===== config.mk =====
export PLATFORM = sky130hd
export DESIGN_NAME = rgb_to_hsv_converter_unit_flat
export DESIGN_NICKNAME = d
export VERILOG_FILES = /design/src/design/rgbhsv_pkg.sv /design/src/design/rgbhsv_if.sv /design/src/design/rgb_to_hsv_converter_unit.sv /design/src/design/rgbhsv_front_cell.sv /design/src/design/rgbhsv_div_cell.sv /design/src/design/rgbhsv_back_cell.sv /design/src/flat_wrapper.sv
export SDC_FILE = /design/constraint.sdc
export NUM_CORES = 1
export LEC_CHECK = 0
export ABC_AREA = 1
export BUFFER_PORTS_ARGS = -buffer_cell sky130_fd_sc_hd__buf_4
export CAP_MARGIN = 5
export CORE_MARGIN = 8
export CORE_UTILIZATION = 55
export DETAILED_ROUTE_END_ITERATION = 12
export PLACE_DENSITY_LB_ADDON = 0.12
export SLEW_MARGIN = 20
export SYNTH_ARGS = -nofsm -noshare
export SYNTH_HDL_FRONTEND = slang
export SYNTH_SLANG_ARGS = --single-unit
export TNS_END_PERCENT = 1

===== constraint.sdc =====
create_clock -name clk -period 4.4 [get_ports clk]
set_clock_uncertainty 0.2 [all_clocks]
set_input_delay 0.44 -clock clk [delete_from_list [all_inputs] [get_ports clk]]
set_output_delay 0.44 -clock clk [all_outputs]
set_load 0.01 [all_outputs]

===== src/design/rgbhsv_pkg.sv =====
`timescale 1ns / 1ps
`default_nettype none
// ----------------------------------------------------------------------------
// rgbhsv_pkg
// shared types and constants of the rgb to hsv converter
// ----------------------------------------------------------------------------
package rgbhsv_pkg;

    localparam int unsigned CHAN_W      = 8;
    localparam int unsigned SAT_OUT_W   = 13;
    localparam int unsigned HUE_OUT_W   = 15;

    // degree constants
    localparam int unsigned DEG_SEXTANT = 60;
    localparam int unsigned DEG_GREEN   = 120;
    localparam int unsigned DEG_BLUE    = 240;
    localparam int unsigned DEG_FULL    = 360;

    // divider widths: remainders stay below twice the divisor
    localparam int unsigned SAT_REM_W   = CHAN_W + 1;
    localparam int unsigned SAT_DEN_W   = CHAN_W;
    localparam int unsigned HUE_REM_W   = CHAN_W + 6;
    localparam int unsigned HUE_DEN_W   = CHAN_W + 5;
    localparam int unsigned HUE_DEN_SH  = 5;

    typedef enum logic [1:0] {
        SECT_RED,
        SECT_GREEN,
        SECT_BLUE
    } sector_t;

    // what travels beside the two divisions
    typedef struct packed {
        logic [CHAN_W-1:0] value;
        sector_t           sector;
        logic              neg;
        logic              defined;
    } hsv_side_t;

    typedef struct packed {
        logic [SAT_REM_W-1:0] sat_rem;
        logic [SAT_DEN_W-1:0] sat_den;
        logic [HUE_REM_W-1:0] hue_rem;
        logic [HUE_DEN_W-1:0] hue_den;
        hsv_side_t            side;
    } div_state_t;

endpackage
`default_nettype wire


===== src/design/rgbhsv_if.sv =====
`timescale 1ns / 1ps
`default_nettype none
// ----------------------------------------------------------------------------
// rgbhsv_if
// valid/ready channels for pixel words and hsv result words
// ----------------------------------------------------------------------------
interface rgbhsv_pix_if;
    logic       valid;
    logic       ready;
    logic [7:0] red_in;
    logic [7:0] green_in;
    logic [7:0] blue_in;

    modport source (output valid, output red_in, output green_in, output blue_in,
                    input ready);
    modport sink   (input valid, input red_in, input green_in, input blue_in,
                    output ready);
endinterface

interface rgbhsv_res_if;
    logic        valid;
    logic        ready;
    logic [7:0]  value_out;
    logic [12:0] saturation_out;
    logic [14:0] hue_out;
    logic        hue_valid;

    modport source (output valid, output value_out, output saturation_out,
                    output hue_out, output hue_valid, input ready);
    modport sink   (input valid, input value_out, input saturation_out,
                    input hue_out, input hue_valid, output ready);
endinterface
`default_nettype wire


===== src/design/rgb_to_hsv_converter_unit.sv =====
`timescale 1ns / 1ps
`default_nettype none
// ----------------------------------------------------------------------------
// rgb_to_hsv_converter_unit
// pipelined 8-bit rgb to hsv pixel converter
// ----------------------------------------------------------------------------
// Takes rgb pixel words and returns one hsv word per pixel, in order. Value
// is the largest channel; saturation is (max-min)/max in units of 2^-SAT_BITS,
// truncated; hue is in units of 2^-HUE_FRAC_BITS degree, based at 0/120/240
// degrees by the largest channel (red, then green, then blue on ties) plus
// 60*diff/delta truncated toward zero, wrapped into 0..360. Gray and black
// pixels give saturation 0, hue 0 and hue_valid low. Throughput is one pixel
// per clock while the result side does not stall, with no state kept between
// pixels. Each pixel passes the front register, a row of N = max(SAT_BITS+1,
// HUE_FRAC_BITS+6) divider cells and the back register. Each stage holds its
// word until the next one takes it, so stalls on the result side back up
// stage by stage and bubbles are squeezed out.
// ----------------------------------------------------------------------------
module rgb_to_hsv_converter_unit #(
    parameter int unsigned HUE_FRAC_BITS = 6,
    parameter int unsigned SAT_BITS      = 12
) (
    input  wire logic     clk,
    input  wire logic     rst_n,
    rgbhsv_pix_if.sink    pixel,
    rgbhsv_res_if.source  hsv
);

    // quotient bits each division needs, and the length of the cell row
    localparam int unsigned SAT_Q_W = SAT_BITS + 1;
    localparam int unsigned HUE_Q_W = HUE_FRAC_BITS + 6;
    localparam int unsigned NCELL   = (SAT_Q_W > HUE_Q_W) ? SAT_Q_W : HUE_Q_W;

    // chain links: index k feeds cell k, index NCELL feeds the back cell
    rgbhsv_pkg::div_state_t link_state [0:NCELL];
    logic [NCELL-1:0]       link_sat_q [0:NCELL];
    logic [NCELL-1:0]       link_hue_q [0:NCELL];
    logic                   link_valid [0:NCELL];
    logic                   link_ready [0:NCELL];

    // front: min/max, sector, divider seeds
    rgbhsv_front_cell u_front (
        .clk       (clk),
        .rst_n     (rst_n),
        .in_valid  (pixel.valid),
        .in_ready  (pixel.ready),
        .red       (pixel.red_in),
        .green     (pixel.green_in),
        .blue      (pixel.blue_in),
        .out_valid (link_valid[0]),
        .out_ready (link_ready[0]),
        .out_state (link_state[0])
    );

    // quotients start empty and fill one bit per cell
    assign link_sat_q[0] = '0;
    assign link_hue_q[0] = '0;

    // row of divider cells, one quotient bit of each division per cell
    for (genvar k = 0; k < NCELL; k++)
    begin : g_cell
        rgbhsv_div_cell #(
            .QW (NCELL)
        ) u_cell (
            .clk       (clk),
            .rst_n     (rst_n),
            .in_valid  (link_valid[k]),
            .in_ready  (link_ready[k]),
            .in_state  (link_state[k]),
            .in_sat_q  (link_sat_q[k]),
            .in_hue_q  (link_hue_q[k]),
            .out_valid (link_valid[k+1]),
            .out_ready (link_ready[k+1]),
            .out_state (link_state[k+1]),
            .out_sat_q (link_sat_q[k+1]),
            .out_hue_q (link_hue_q[k+1])
        );
    end

    // back: hue assembly and the result register
    rgbhsv_back_cell #(
        .QW            (NCELL),
        .SAT_Q_W       (SAT_Q_W),
        .HUE_Q_W       (HUE_Q_W),
        .HUE_FRAC_BITS (HUE_FRAC_BITS)
    ) u_back (
        .clk        (clk),
        .rst_n      (rst_n),
        .in_valid   (link_valid[NCELL]),
        .in_ready   (link_ready[NCELL]),
        .in_state   (link_state[NCELL]),
        .in_sat_q   (link_sat_q[NCELL]),
        .in_hue_q   (link_hue_q[NCELL]),
        .out_valid  (hsv.valid),
        .out_ready  (hsv.ready),
        .value      (hsv.value_out),
        .saturation (hsv.saturation_out),
        .hue        (hsv.hue_out),
        .hue_ok     (hsv.hue_valid)
    );

endmodule
`default_nettype wire


===== src/design/rgbhsv_front_cell.sv =====
`timescale 1ns / 1ps
`default_nettype none
// ----------------------------------------------------------------------------
// rgbhsv_front_cell
// max/min, sector pick and divider seeds for one pixel
// ----------------------------------------------------------------------------
module rgbhsv_front_cell (
    input  wire logic                    clk,
    input  wire logic                    rst_n,
    input  wire logic                    in_valid,
    output logic                         in_ready,
    input  wire logic [7:0]              red,
    input  wire logic [7:0]              green,
    input  wire logic [7:0]              blue,
    output logic                         out_valid,
    input  wire logic                    out_ready,
    output rgbhsv_pkg::div_state_t       out_state
);

    logic                   valid_reg;
    rgbhsv_pkg::div_state_t state_reg;
    rgbhsv_pkg::div_state_t state_next;

    logic [7:0]          mx;
    logic [7:0]          mn;
    logic [7:0]          delta;
    logic signed [8:0]   diff;
    logic [7:0]          diff_mag;
    rgbhsv_pkg::sector_t sector;

    always_comb
    begin
        mx = red;
        if (green > mx)
        begin
            mx = green;
        end
        if (blue > mx)
        begin
            mx = blue;
        end
        mn = red;
        if (green < mn)
        begin
            mn = green;
        end
        if (blue < mn)
        begin
            mn = blue;
        end
        delta = mx - mn;

        // red wins ties, then green
        priority if (red == mx)
        begin
            sector = rgbhsv_pkg::SECT_RED;
            diff   = $signed({1'b0, green}) - $signed({1'b0, blue});
        end
        else if (green == mx)
        begin
            sector = rgbhsv_pkg::SECT_GREEN;
            diff   = $signed({1'b0, blue}) - $signed({1'b0, red});
        end
        else
        begin
            sector = rgbhsv_pkg::SECT_BLUE;
            diff   = $signed({1'b0, red}) - $signed({1'b0, green});
        end
        diff_mag = diff[8] ? 8'(-diff) : diff[7:0];

        state_next.sat_rem      = {1'b0, delta};
        state_next.sat_den      = mx;
        state_next.hue_rem      = 14'(diff_mag) * 14'(rgbhsv_pkg::DEG_SEXTANT);
        state_next.hue_den      = {delta, 5'd0};
        state_next.side.value   = mx;
        state_next.side.sector  = sector;
        state_next.side.neg     = diff[8];
        state_next.side.defined = (delta != 8'd0);
    end

    assign in_ready = !valid_reg || out_ready;

    always_ff @(posedge clk or negedge rst_n)
    begin
        if (!rst_n)
        begin
            valid_reg <= 1'b0;
        end
        else if (in_ready)
        begin
            valid_reg <= in_valid;
        end
    end

    always_ff @(posedge clk)
    begin
        if (in_ready && in_valid)
        begin
            state_reg <= state_next;
        end
    end

    assign out_valid = valid_reg;
    assign out_state = state_reg;

endmodule
`default_nettype wire


===== src/design/rgbhsv_div_cell.sv =====
`timescale 1ns / 1ps
`default_nettype none
// ----------------------------------------------------------------------------
// rgbhsv_div_cell
// one restoring step of both the saturation and the hue division
// ----------------------------------------------------------------------------
module rgbhsv_div_cell #(
    parameter int unsigned QW = 13
) (
    input  wire logic                    clk,
    input  wire logic                    rst_n,
    input  wire logic                    in_valid,
    output logic                         in_ready,
    input  wire rgbhsv_pkg::div_state_t  in_state,
    input  wire logic [QW-1:0]           in_sat_q,
    input  wire logic [QW-1:0]           in_hue_q,
    output logic                         out_valid,
    input  wire logic                    out_ready,
    output rgbhsv_pkg::div_state_t       out_state,
    output logic [QW-1:0]                out_sat_q,
    output logic [QW-1:0]                out_hue_q
);

    logic                   valid_reg;
    rgbhsv_pkg::div_state_t state_reg;
    rgbhsv_pkg::div_state_t state_next;
    logic [QW-1:0]          sat_q_reg;
    logic [QW-1:0]          sat_q_next;
    logic [QW-1:0]          hue_q_reg;
    logic [QW-1:0]          hue_q_next;

    logic                                 sat_ge;
    logic                                 hue_ge;
    logic [rgbhsv_pkg::SAT_REM_W-1:0]     sat_sub;
    logic [rgbhsv_pkg::HUE_REM_W-1:0]     hue_sub;
    logic [rgbhsv_pkg::SAT_REM_W-1:0]     sat_keep;
    logic [rgbhsv_pkg::HUE_REM_W-1:0]     hue_keep;

    always_comb
    begin
        sat_ge   = in_state.sat_rem >= {1'b0, in_state.sat_den};
        hue_ge   = in_state.hue_rem >= {1'b0, in_state.hue_den};
        sat_sub  = in_state.sat_rem - {1'b0, in_state.sat_den};
        hue_sub  = in_state.hue_rem - {1'b0, in_state.hue_den};
        sat_keep = sat_ge ? sat_sub : in_state.sat_rem;
        hue_keep = hue_ge ? hue_sub : in_state.hue_rem;

        // partial remainder is below the divisor, so doubling fits
        state_next         = in_state;
        state_next.sat_rem = {sat_keep[rgbhsv_pkg::SAT_REM_W-2:0], 1'b0};
        state_next.hue_rem = {hue_keep[rgbhsv_pkg::HUE_REM_W-2:0], 1'b0};
        sat_q_next         = {in_sat_q[QW-2:0], sat_ge};
        hue_q_next         = {in_hue_q[QW-2:0], hue_ge};
    end

    assign in_ready = !valid_reg || out_ready;

    always_ff @(posedge clk or negedge rst_n)
    begin
        if (!rst_n)
        begin
            valid_reg <= 1'b0;
        end
        else if (in_ready)
        begin
            valid_reg <= in_valid;
        end
    end

    always_ff @(posedge clk)
    begin
        if (in_ready && in_valid)
        begin
            state_reg <= state_next;
            sat_q_reg <= sat_q_next;
            hue_q_reg <= hue_q_next;
        end
    end

    assign out_valid = valid_reg;
    assign out_state = state_reg;
    assign out_sat_q = sat_q_reg;
    assign out_hue_q = hue_q_reg;

endmodule
`default_nettype wire


===== src/design/rgbhsv_back_cell.sv =====
`timescale 1ns / 1ps
`default_nettype none
// ----------------------------------------------------------------------------
// rgbhsv_back_cell
// hue assembly with wrap, field sizing and the output register
// ----------------------------------------------------------------------------
module rgbhsv_back_cell #(
    parameter int unsigned QW            = 13,
    parameter int unsigned SAT_Q_W       = 13,
    parameter int unsigned HUE_Q_W       = 12,
    parameter int unsigned HUE_FRAC_BITS = 6
) (
    input  wire logic                    clk,
    input  wire logic                    rst_n,
    input  wire logic                    in_valid,
    output logic                         in_ready,
    input  wire rgbhsv_pkg::div_state_t  in_state,
    input  wire logic [QW-1:0]           in_sat_q,
    input  wire logic [QW-1:0]           in_hue_q,
    output logic                         out_valid,
    input  wire logic                    out_ready,
    output logic [7:0]                   value,
    output logic [12:0]                  saturation,
    output logic [14:0]                  hue,
    output logic                         hue_ok
);

    localparam int unsigned HW = HUE_FRAC_BITS + 10;
    localparam logic [HW-1:0] HUE_GREEN = HW'(rgbhsv_pkg::DEG_GREEN) << HUE_FRAC_BITS;
    localparam logic [HW-1:0] HUE_BLUE  = HW'(rgbhsv_pkg::DEG_BLUE) << HUE_FRAC_BITS;
    localparam logic [HW-1:0] HUE_FULL  = HW'(rgbhsv_pkg::DEG_FULL) << HUE_FRAC_BITS;

    logic        valid_reg;
    logic [7:0]  value_reg;
    logic [12:0] sat_reg;
    logic [12:0] sat_next;
    logic [14:0] hue_reg;
    logic [14:0] hue_next;
    logic        ok_reg;

    logic [SAT_Q_W-1:0]     sat_q;
    logic [HW-1:0]          hue_mag;
    logic [HW-1:0]          hue_base;
    logic [HW-1:0]          hue_sum;
    logic [SAT_Q_W+12:0]    sat_wide;
    logic [HW+14:0]         hue_wide;

    always_comb
    begin
        // extra low quotient bits from the longer division are dropped
        sat_q   = in_sat_q[QW-1 -: SAT_Q_W];
        hue_mag = HW'(in_hue_q[QW-1 -: HUE_Q_W]);

        unique case (in_state.side.sector)
            rgbhsv_pkg::SECT_RED:   hue_base = '0;
            rgbhsv_pkg::SECT_GREEN: hue_base = HUE_GREEN;
            rgbhsv_pkg::SECT_BLUE:  hue_base = HUE_BLUE;
            default:                hue_base = '0;
        endcase

        if (in_state.side.neg && (hue_mag != '0))
        begin
            // negative red hue wraps around the circle
            if (in_state.side.sector == rgbhsv_pkg::SECT_RED)
            begin
                hue_sum = HUE_FULL - hue_mag;
            end
            else
            begin
                hue_sum = hue_base - hue_mag;
            end
        end
        else
        begin
            hue_sum = hue_base + hue_mag;
        end

        sat_wide = {13'd0, sat_q};
        hue_wide = {15'd0, hue_sum};
        sat_next = in_state.side.defined ? sat_wide[12:0] : 13'd0;
        hue_next = in_state.side.defined ? hue_wide[14:0] : 15'd0;
    end

    assign in_ready = !valid_reg || out_ready;

    always_ff @(posedge clk or negedge rst_n)
    begin
        if (!rst_n)
        begin
            valid_reg <= 1'b0;
        end
        else if (in_ready)
        begin
            valid_reg <= in_valid;
        end
    end

    always_ff @(posedge clk)
    begin
        if (in_ready && in_valid)
        begin
            value_reg <= in_state.side.value;
            sat_reg   <= sat_next;
            hue_reg   <= hue_next;
            ok_reg    <= in_state.side.defined;
        end
    end

    assign out_valid  = valid_reg;
    assign value      = value_reg;
    assign saturation = sat_reg;
    assign hue        = hue_reg;
    assign hue_ok     = ok_reg;

endmodule
`default_nettype wire


===== src/flat_wrapper.sv =====
// flat-port wrapper written by rule: the top's interface ports become plain ports
module rgb_to_hsv_converter_unit_flat 
#(
    parameter int unsigned HUE_FRAC_BITS = 6,
    parameter int unsigned SAT_BITS      = 12
)
  (clk, rst_n, pixel_valid, pixel_red_in, pixel_green_in, pixel_blue_in, pixel_ready, hsv_valid, hsv_value_out, hsv_saturation_out, hsv_hue_out, hsv_hue_valid, hsv_ready);
  rgbhsv_pix_if pixel_i ();
  rgbhsv_res_if hsv_i ();
  input  wire logic clk;
  input  wire logic rst_n;
  input wire logic [$bits(pixel_i.valid)-1:0] pixel_valid;
  input wire logic [$bits(pixel_i.red_in)-1:0] pixel_red_in;
  input wire logic [$bits(pixel_i.green_in)-1:0] pixel_green_in;
  input wire logic [$bits(pixel_i.blue_in)-1:0] pixel_blue_in;
  output wire logic [$bits(pixel_i.ready)-1:0] pixel_ready;
  output wire logic [$bits(hsv_i.valid)-1:0] hsv_valid;
  output wire logic [$bits(hsv_i.value_out)-1:0] hsv_value_out;
  output wire logic [$bits(hsv_i.saturation_out)-1:0] hsv_saturation_out;
  output wire logic [$bits(hsv_i.hue_out)-1:0] hsv_hue_out;
  output wire logic [$bits(hsv_i.hue_valid)-1:0] hsv_hue_valid;
  input wire logic [$bits(hsv_i.ready)-1:0] hsv_ready;
  assign pixel_i.valid = pixel_valid;
  assign pixel_i.red_in = pixel_red_in;
  assign pixel_i.green_in = pixel_green_in;
  assign pixel_i.blue_in = pixel_blue_in;
  assign pixel_ready = pixel_i.ready;
  assign hsv_valid = hsv_i.valid;
  assign hsv_value_out = hsv_i.value_out;
  assign hsv_saturation_out = hsv_i.saturation_out;
  assign hsv_hue_out = hsv_i.hue_out;
  assign hsv_hue_valid = hsv_i.hue_valid;
  assign hsv_i.ready = hsv_ready;
  rgb_to_hsv_converter_unit #(.HUE_FRAC_BITS(HUE_FRAC_BITS), .SAT_BITS(SAT_BITS)) u_core (.clk(clk), .rst_n(rst_n), .pixel(pixel_i), .hsv(hsv_i));
endmodule

---- Word level (Yosys, flattened, before mapping) ----
Index checks and enable logic that the tools add are counted.
storage, ports and cells
  flip-flop bits (word level) ............. 770
  latch bits .............................. 0
  bits in writable memories ............... 0
  bits in read-only memories .............. 0
  bits of input ports ..................... 28
  output and inout port bits .............. 39
  logic and storage cells ................. 313
  memories kept ........................... 0
operators by class
  add/subtract/negate cells ............... 32
  $mul .................................... 1
  divide/modulo/power cells ............... 0
  order comparisons ....................... 30
  equal/unequal tests ..................... 4
  shift operators ......................... 0
  muxes and demuxes ....................... 35
  bitwise logic cells ..................... 0
  reduce and logical (&&, ||, !) cells .... 49
operators with widths
  cell                      number
  $ge A14 B13 Y1            13
  $mux W13                  12
  $sub A13 B13 Y13          12
  $mux W8                   17
  $ge A9 B8 Y1              12
  $sub A8 B8 Y8             13
  $mux W15                  2
  $pmux W14 S2              1
  $sub A8 B8 Y9             3
  $mux W9                   2
  $eq A8 B8 Y1              2
  $gt A8 B8 Y1              2
  $logic_and A1 B1 Y1       16
  $lt A8 B8 Y1              2
  $add A14 B12 Y15          1
  $logic_not A1 Y1          15
  $logic_or A1 B1 Y1        15
  $sub A14 B12 Y15          1
  $sub A15 B12 Y15 const A  1
  $mul A8 B4 Y12 const B    1
  $reduce_bool A12 Y1       1
  $ge A8 B8 Y1              1
  $neg A8 Y8                1
  $reduce_bool A8 Y1        1
  4 further kinds           4

---- Logic depth before layout (Yosys ltp) ----
Gate-level depths: netlist of run 1.
  depth after elaboration ................. 17
  depth in mapped cells ................... 54

---- Modules after synthesis ----
Synthesis of run 1 repeated with hierarchy kept, for this count alone.
second synthesis, totals
  cells, all modules ...................... 6,072
  area total of the unflattened synthesis .. 61,335.1 µm²
modules (own cells, without submodules)
  module                                          times used  cells each  area each (µm²)
  rgbhsv_div_cell (u_core.g_cell[12].u_cell ...)  7           391         4,135.2
  rgbhsv_div_cell (u_core.g_cell[0].u_cell ...)   4           400         4,220.3
  rgbhsv_front_cell                               1           696         5,039.8
  rgbhsv_div_cell (u_core.g_cell[6].u_cell)       1           401         4,172.8
  rgbhsv_div_cell (u_core.g_cell[11].u_cell)      1           398         4,151.5
  rgbhsv_back_cell                                1           239         2,139.6
  rgb_to_hsv_converter_unit                       1           1           3.8

---- Least setup slack after synthesis of run 1 ----
No wires, ideal clock.
  path kind ............................... input to register
  start point ............................. in pixel_green_in[6]
  end point ............................... reg u_core.u_front.state_reg, in the netlist u_core.u_front.out_state[38], data pin
  library setup time ...................... 258 ps
  arrival ................................. 6,448 ps
  slack ................................... -2,505 ps
  stages .................................. 48
  path through ............................ inv_1 ha_1 nand2_1 nand2_1 a21oi_2 clkbuf_4 nand4_1 nand2_1 inv_1 ha_1 a21o_1 nor2_2 nand2_1 nand2_1 buf_4 nand3_2 nand2_2 nand2_1 [12 not listed] inv_1 ha_1 xor2_1 fa_1 inv_1 ha_1 a21oi_1 nand2_1 a21oi_1 inv_1 a21oi_1 nor2_1 nor2_1 nor2_1 nor2_1 o21ai_0 a21oi_1 xnor2_1
RTL lines
  item                    RTL line                 RTL
  start: declaration      flat_wrapper.sv:14       input wire logic [$bits(pixel_i.green_in)-1:0] pixel_green_in;
  end signal: assignment  rgbhsv_front_cell.sv:99  state_reg <= state_next;
  end: declaration        rgbhsv_front_cell.sv:21  rgbhsv_pkg::div_state_t state_reg;

==> impl_metrics.ini, run 1 <==
[run_status]
outcome = complete, but fails checks
violations = negative setup slack

[synth]
synth_edf_count = 684
syn_area_per_cell_um2 = 11.2
ys_warn_count = 0
ys_ff_latch = 699
yosysUniqueCellTypes = 53
synth_top_area_share_pct = 58.6
synthCells = 3123
synth-seq-area-share_pct = 59.7
syn_nets = 3462
yosys.area.top_type = edfxtp_1
synthArstFlopShare_pct = 2.15
ys_top_cells_by_count = 684 x edfxtp_1, 511 x inv_1, 425 x nand2_1
ys_top_cells_by_area = edfxtp_1 59%, ha_1 9.9%, inv_1 5.5%
syn_area_um2 = 35000
yosysMostFrequentCell = edfxtp_1
synth_flop_cell = edfxtp_1

[worst_setup_path]
worst_ep_required_time_ps = 4540
slowest_delay_ps = 570
crit_slowest_cell = fa_1
cp_data_arrival_time_ps = 6690
crit_fanout = 8
critPathBufInv = 12
cp_num_cells = 49
cp_top_family = adder cells
crit_type = input pin to register
critPathLaunchType = input pin
endpoint_kind = register
reg2regPathDepth = 30
crit_top_cell = nand2_1

[timing]
min_period_ps = 6550
max_freq_mhz = 153
slew_headroom_pct = 33.1
fin_setup_tns_ps = -17320
fin_crit_sh_pct = 149
tightest_slew_ps = 1000
final_max_slew_viol_count = 0
fin_ws_ps = -2150
hold_viol = 0
setup_viol = 14
rsz0062_at_grt = true

[floorplan]
ioPinCount = 67
initial_core_util_pct = 55.6
die_w_um = 268
placementRows = 92
dieArea_um2 = 72100
core_um2 = 63100
die_h_um = 268

[clock_tree]
cts_root_buf = clkbuf_16
cts_buffers = 74
clock_sinks = 699
cts.reportedPaths.clkPinSlew_ps = 60
cts_max_level = 3
worst_skew_pair.late_latency_ps = 590
cts_tree = yes
clockBufferDepth = 3

[grt]
grt_pass1_vias = 23200
grt_util_all_layers_pct = 18.6
grt_pass1_wl_mm = 110
grt_overflow = 0
grt_max_degree = 59
antenna_found_initial = 0

[power]
ir_drop_uv = 706
p_per_area_nw_per_um2 = 789
power_uw = 32700
total_leakage_power_uw = 0.0180

[hold_path]
hold_path_depth = 6
hp-class = input pin to register

[routing]
ant_nets = 0
wl_mm = 66.0
dr_total_vias = 22600
first_pass_iters = 6
drt_iter0_drc = 1180
drc_errors = 0
viasPerCell = 5.16
wl_per_cell_um = 15.0

[layout]
stdcell_count = 4387
fin_area_um2 = 41500
largest_reg_flops = 434
drive_gt1_share_pct = 16.9
areaGrowthSynthToFinish_pct = 18.3
nets = 3822
diodes = 0

[placement]
placed_area_um2 = 38400
placed_cells = 4216
routabilityCongestion = 0.883
dp_hpwl_mm = 49.7
numPortBuffers = 66

[run]
maxCapViolations = 0
power breakdown:
| group | internal (uW) | total [uW] | leakage [uW] | switching [uW] |
|---|---|---|---|---|
| clock network | 3390 | 5830 | 0.00110 | 2440 |
| registers | 11400 | 12700 | 0.00680 | 1270 |
| logic | 5850 | 14200 | 0.0101 | 8330 |
metal layers:
layer	GRT usage [%]	share of wire (%)	up-vias
li1	-	-	11400
met1	21.5	41	10800
met2	34.7	53	342
met3	2.58	3.2	130
met4	7.00	2.9	0
met5	0	0	-
final timing paths:
kind | startpoint | endpoint | slack (ps)
worst min-delay path | hsv_ready | u_core.g_cell[12].u_cell.out_valid | 40
worst max register to register | u_core.u_back.out_valid | u_core.u_front.out_state[32] | 640
max in group asynchronous | rst_n | u_core.g_cell[2].u_cell.out_valid | 3720
worst min register to register | u_core.g_cell[3].u_cell.out_state[1] | u_core.g_cell[4].u_cell.out_state[1] | 210
worst max-delay path | pixel_green_in[4] | u_core.u_front.out_state[38] | -2150
min in group asynchronous | rst_n | u_core.u_back.out_valid | 60
metrics by stage:
step	utilization, %	hold WS (ps)	setup WS (ps)
finish	65.7	44.3	-2150
global route	65.7	56.5	-2590
CTS	65.1	6.19	-1990
detailed placement	60.8	119	-3040
global placement	60.8	117	-2800
floorplan	-	-55.6	-2210
layout make-up:
| type | instances | area (um2) |
|---|---|---|
| Clock buffer | 96 | 2000 |
| Clock inverter | 38 | 294 |
| Fill cell | 4749 | 21600 |
| Inverter | 518 | 1950 |
| Multi-Input combinational cell | 1870 | 12700 |
| Sequential cell | 699 | 20900 |
| Tap cell | 846 | 1060 |
| Timing Repair Buffer | 320 | 2510 |
kinds of logic after synthesis:
family,share of synthesized area [%]
simple gates,11.5
fa+ha+maj,11.9
xor+xnor,3.55
flops,59.7
compound gates,7.35
buf+inv,6.04
tightest hold or removal path, stage by stage:
cell,delay [ps]
buf_4,90
nor2_4,40
inv_1,50
nor2_1,40
inv_1,80
nand2_1,50
placed cells by master, fill, tap and decap left out, drive strengths merged, types with 9 or more instances in the layout:
| master | n |
|---|---|
| edfxtp | 684 |
| inv | 515 |
| xor2 | 102 |
| o31ai | 19 |
| fa | 35 |
| xnor2 | 40 |
| ha | 276 |
| clkinv | 28 |
| nand3 | 106 |
| dfrtp | 15 |
| nand4 | 28 |
| clkinvlp | 10 |
| o21bai | 9 |
| clkbuf | 96 |
| a21oi | 187 |
| nor3 | 38 |
| nand2 | 452 |
| a31oi | 16 |
| nor2 | 299 |
| o21ai | 202 |
| buf | 317 |
| o22ai | 11 |
timing repair:
item / CTS / global route
hold buffers: 3 / 0
endpoints found under the hold margin: 17 / 0
resized for setup: 59 / 65
endpoints found under the setup margin: 19 / 17
setup buffers: 24 / 11
pin swaps: 28 / 59
gates cloned: 1 / 0
(Power assumes the default switching activity.)
==> run 2: changes to the inputs <==
PLACE_DENSITY = 0.74   (was unset)
PLACE_DENSITY_LB_ADDON = unset   (was 0.12)
SYNTH_HIERARCHICAL = 1   (was unset)
==> impl_metrics.ini, run 2 <==
[worst_setup_path]
slowest_delay_ps = 560
endpoint_kind = register
critPathLaunchType = input pin
crit_type = input pin to register
crit_fanout = 8
ff2ff_setup_slack_ps = 920
crit_top_cell = nand2_2
cp_data_arrival_time_ps = 6610
crit_slowest_cell = fa_1
worst_ep_required_time_ps = 4580

[power]
p_per_area_nw_per_um2 = 727
power_uw = 43800
total_leakage_power_uw = 0.0286
ir_drop_uv = 967

[floorplan]
initial_core_util_pct = 55.4
die_w_um = 325
die_h_um = 325
core_um2 = 94700
dieArea_um2 = 106000
ioPinCount = 67
placementRows = 113

[synth]
syn_area_per_cell_um2 = 9.63
ys_warn_count = 6
synthCells = 5451
syn_area_um2 = 52500

[timing]
slew_headroom_pct = 37.4
fin_crit_sh_pct = 146
hold_viol = 0
fin_ws_ps = -2020
holdWs_ps = 14.7
min_period_ps = 6420
tightest_slew_ps = 938
max_freq_mhz = 156
rsz0062_at_grt = true
final_max_slew_viol_count = 0
setup_viol = 13

[routing]
viasPerCell = 5.06
wl_per_cell_um = 14.6
drc_errors = 0
first_pass_iters = 7
drt_iter0_drc = 1890
wl_mm = 104
ant_nets = 0
dr_total_vias = 36200

[run_status]
outcome = complete, but fails checks
violations = negative setup slack

[grt]
grt_pass1_wl_mm = 174
grt_max_degree = 68
grt_overflow = 0
antenna_found_initial = 0
grt_pass1_vias = 36400
grt_util_all_layers_pct = 19.5

[run]
maxCapViolations = 0

[placement]
placed_area_um2 = 56200
routabilityCongestion = 0.878
pre_cts_ws_ps = -2860
numPortBuffers = 66
dp_hpwl_mm = 80.3

[layout]
final_common_cell = nand2_1
fin_area_um2 = 60300
largest_reg_flops = 634
diodes = 0
layout_common_cells = 1397 x nand2_1, 999 x inv_1, 884 x edfxtp_1
nets = 6220
fin_util_pct = 63.6
areaGrowthSynthToFinish_pct = 14.9
drive_gt1_share_pct = 19.2

[clock_tree]
worst_skew_pair.late_latency_ps = 670
clockBufferDepth = 3
clock_sinks = 899
cts_tree = yes
cts_buffers = 94
cts_max_level = 3
cts_root_buf = clkbuf_16
cts.reportedPaths.clkPinSlew_ps = 60

[hold_path]
hp-class = input pin to register
## run 2: per-layer routing
metal	global-route usage (%)	vias up	part of all wire (%)
li1	-	18500	-
met1	23.2	16800	42
met2	36.4	691	52
met3	2.35	232	3.4
met4	6.37	0	3.0
met5	0	-	0
## run 2: critical path, delay by kind of cell
kind / cells / cell delay [ps]
simple gates: 24 / 1910
fa+ha+maj: 6 / 1730
compound gates: 8 / 1250
xor+xnor: 2 / 250
buf+inv: 10 / 1010
## run 2: final timing paths
path,from,end,cells past startpoint
setup reg to reg,u_core/u_back/out_valid,u_core/g_cell[0].u_cell/out_state[13],29
setup / recovery,pixel_green_in[4],u_core/u_front/out_state[38],50
hold reg to reg,u_core/g_cell[0].u_cell/out_state[2],u_core/g_cell[1].u_cell/out_state[2],0
min in group asynchronous,rst_n,u_core/u_back/out_valid,3
hold / removal,hsv_ready,u_core/g_cell[12].u_cell/out_valid,6
max in group asynchronous,rst_n,u_core/u_back/out_valid,3
## run 2: metrics by stage
step,cells,TNS (ps)
4_1_cts,7143,-13720
3_3_place_gp,6951,-29280
5_1_grt,7166,-19170
3_5_place_dp,6951,-31390
6_report,7166,-15500
2_1_floorplan,5469,-624610
## run 2: layout make-up
cell class	instances	area (um2)
multi-input combinational	3419	21700
timing repair buffer	347	2900
clock inverter	67	763
sequential	899	26900
inverter	1060	3990
clock buffer	109	2430
tap	1265	1580
fill	7542	34400
## run 2: where the power goes
group          internal, uW  switching (uW)  leakage (uW)
sequential            13100            1290       0.00877
clock                  4720            3340       0.00155
combinational          8160           13200        0.0183
total                 26000           17800        0.0286
## run 2: timing repair
action	4_1_cts	5_1_grt
endpoints found under the setup margin	17	18
gates resized for setup	56	97
pin swaps	34	66
gates cloned	1	0
hold buffers	4	0
setup buffers	11	21
hold endpoints to repair	17	0
==> run 3: changes to the inputs <==
HOLD_SLACK_MARGIN = 0.05   (was unset)
==> impl_metrics.ini, run 3 (synthesis gave the netlist of run 2 again) <==
[power]
p_per_area_nw_per_um2 = 726
ir_drop_uv = 967
power_uw = 43800
total_leakage_power_uw = 0.0286

[clock_tree]
clock_sinks = 899
clockBufferDepth = 3
cts.reportedPaths.clkPinSlew_ps = 60
cts_max_level = 3
cts_buffers = 94
cts_root_buf = clkbuf_16
worst_skew_pair.late_latency_ps = 670
cts_tree = yes

[timing]
final_max_slew_viol_count = 0
min_period_ps = 6420
tightest_slew_ps = 934
slew_headroom_pct = 37.6
fin_crit_sh_pct = 146
rsz0062_at_grt = true
max_freq_mhz = 156
setup_viol = 13
fin_ws_ps = -2020
hold_viol = 0
holdWs_ps = 108

[routing]
wl_per_cell_um = 14.6
wl_mm = 104
viasPerCell = 5.06
drt_iter0_drc = 1976
first_pass_iters = 6
dr_total_vias = 36200
drc_errors = 0
ant_nets = 0

[worst_setup_path]
cp_top_family = simple AND/OR/NAND/NOR gates
crit_top_cell = nand2_2
r2r_end = u_core/g_cell[0].u_cell/out_state[26]
crit_type = input pin to register
worst_ep_required_time_ps = 4580
worstSetupStartpoint = pixel_green_in[4]
crit_fanout = 8
cp_data_arrival_time_ps = 6600
crit_slowest_cell = fa_1
slowest_delay_ps = 560
endpoint_kind = register
critPathLaunchType = input pin
ff2ff_setup_slack_ps = 710
reg2regPathDepth = 30
timing.rr.start = u_core/u_back/out_valid
critPathBufInv = 10

[grt]
grt_pass1_wl_mm = 174
grt_overflow = 0
grt_max_degree = 68
antenna_found_initial = 0
grt_util_all_layers_pct = 19.5
grt_pass1_vias = 36400

[layout]
largest_reg_flops = 634
fin_area_um2 = 60300
areaGrowthSynthToFinish_pct = 14.9
nets = 6220
final_common_cell = nand2_1
fin_util_pct = 63.6
drive_gt1_share_pct = 19.2
layout_common_cells = 1397 x nand2_1, 998 x inv_1, 884 x edfxtp_1
diodes = 0

[placement]
pre_cts_ws_ps = -2860
routabilityCongestion = 0.878
numPortBuffers = 66
placed_area_um2 = 56200
dp_hpwl_mm = 80.3

[hold_path]
hold_path_depth = 3
hp-class = input pin to register
hold_end = u_core/u_back/saturation[2]
hp-start = hsv_ready

[floorplan]
die_h_um = 325
initial_core_util_pct = 55.4
dieArea_um2 = 106000
core_um2 = 94700
ioPinCount = 67
die_w_um = 325
placementRows = 113

[run_status]
outcome = complete, but fails checks
violations = negative setup slack

[run]
maxCapViolations = 0
## run 3: final cells by class
type                    instances  area [um2]
fillers                      7543       34400
flip-flops and latches        899       26900
multi-input cells            3419       21700
inverters                    1060        3990
repair buffers                347        2900
clock buffers                 109        2430
well taps                    1265        1580
clock inverters                67         763
## run 3: worst max-delay path by stage
stage,depth (start not counted),endpoint
floorplan,47,u_core/u_front/out_state[38]
global placement,45,u_core/u_front/out_state[38]
detailed placement,44,u_core/u_front/out_state[38]
CTS,48,u_core/u_front/out_state[38]
global route,47,u_core/u_front/out_state[38]
finish,50,u_core/u_front/out_state[38]
## run 3: through the flow
step / TNS, ps / cells
6_report: -15470 / 7166
5_1_grt: -19470 / 7166
4_1_cts: -19630 / 7143
2_1_floorplan: -624610 / 5469
3_3_place_gp: -29280 / 6951
3_5_place_dp: -31390 / 6951
## run 3: layer usage
metal	track usage [%]	routed length, um	vias to the layer above
li1	-	-	18500
met1	23.2	43400	16900
met2	36.4	54400	677
met3	2.35	3560	229
met4	6.37	3110	0
met5	0	0	-
## run 3: power breakdown
part / switching, uW / internal (uW)
Clock: 3340 / 4720
Combinational: 13200 / 8160
Sequential: 1290 / 13100
Total: 17800 / 26000
## run 3: worst min-delay path: cells and delay by family
kind                   cells  cell delay, ps
buffers and inverters      2             200
AO/OA/AOI/OAI              1             140
## run 3: timing repair
| item | in CTS | in global routing |
|---|---|---|
| pin swaps | 34 | 66 |
| hold buffers | 4 | 0 |
| resized for setup | 56 | 97 |
| gates cloned | 1 | 0 |
| buffers inserted | 11 | 21 |
| hold endpoints to repair | 18 | 0 |
| setup endpoints to repair | 17 | 91 |
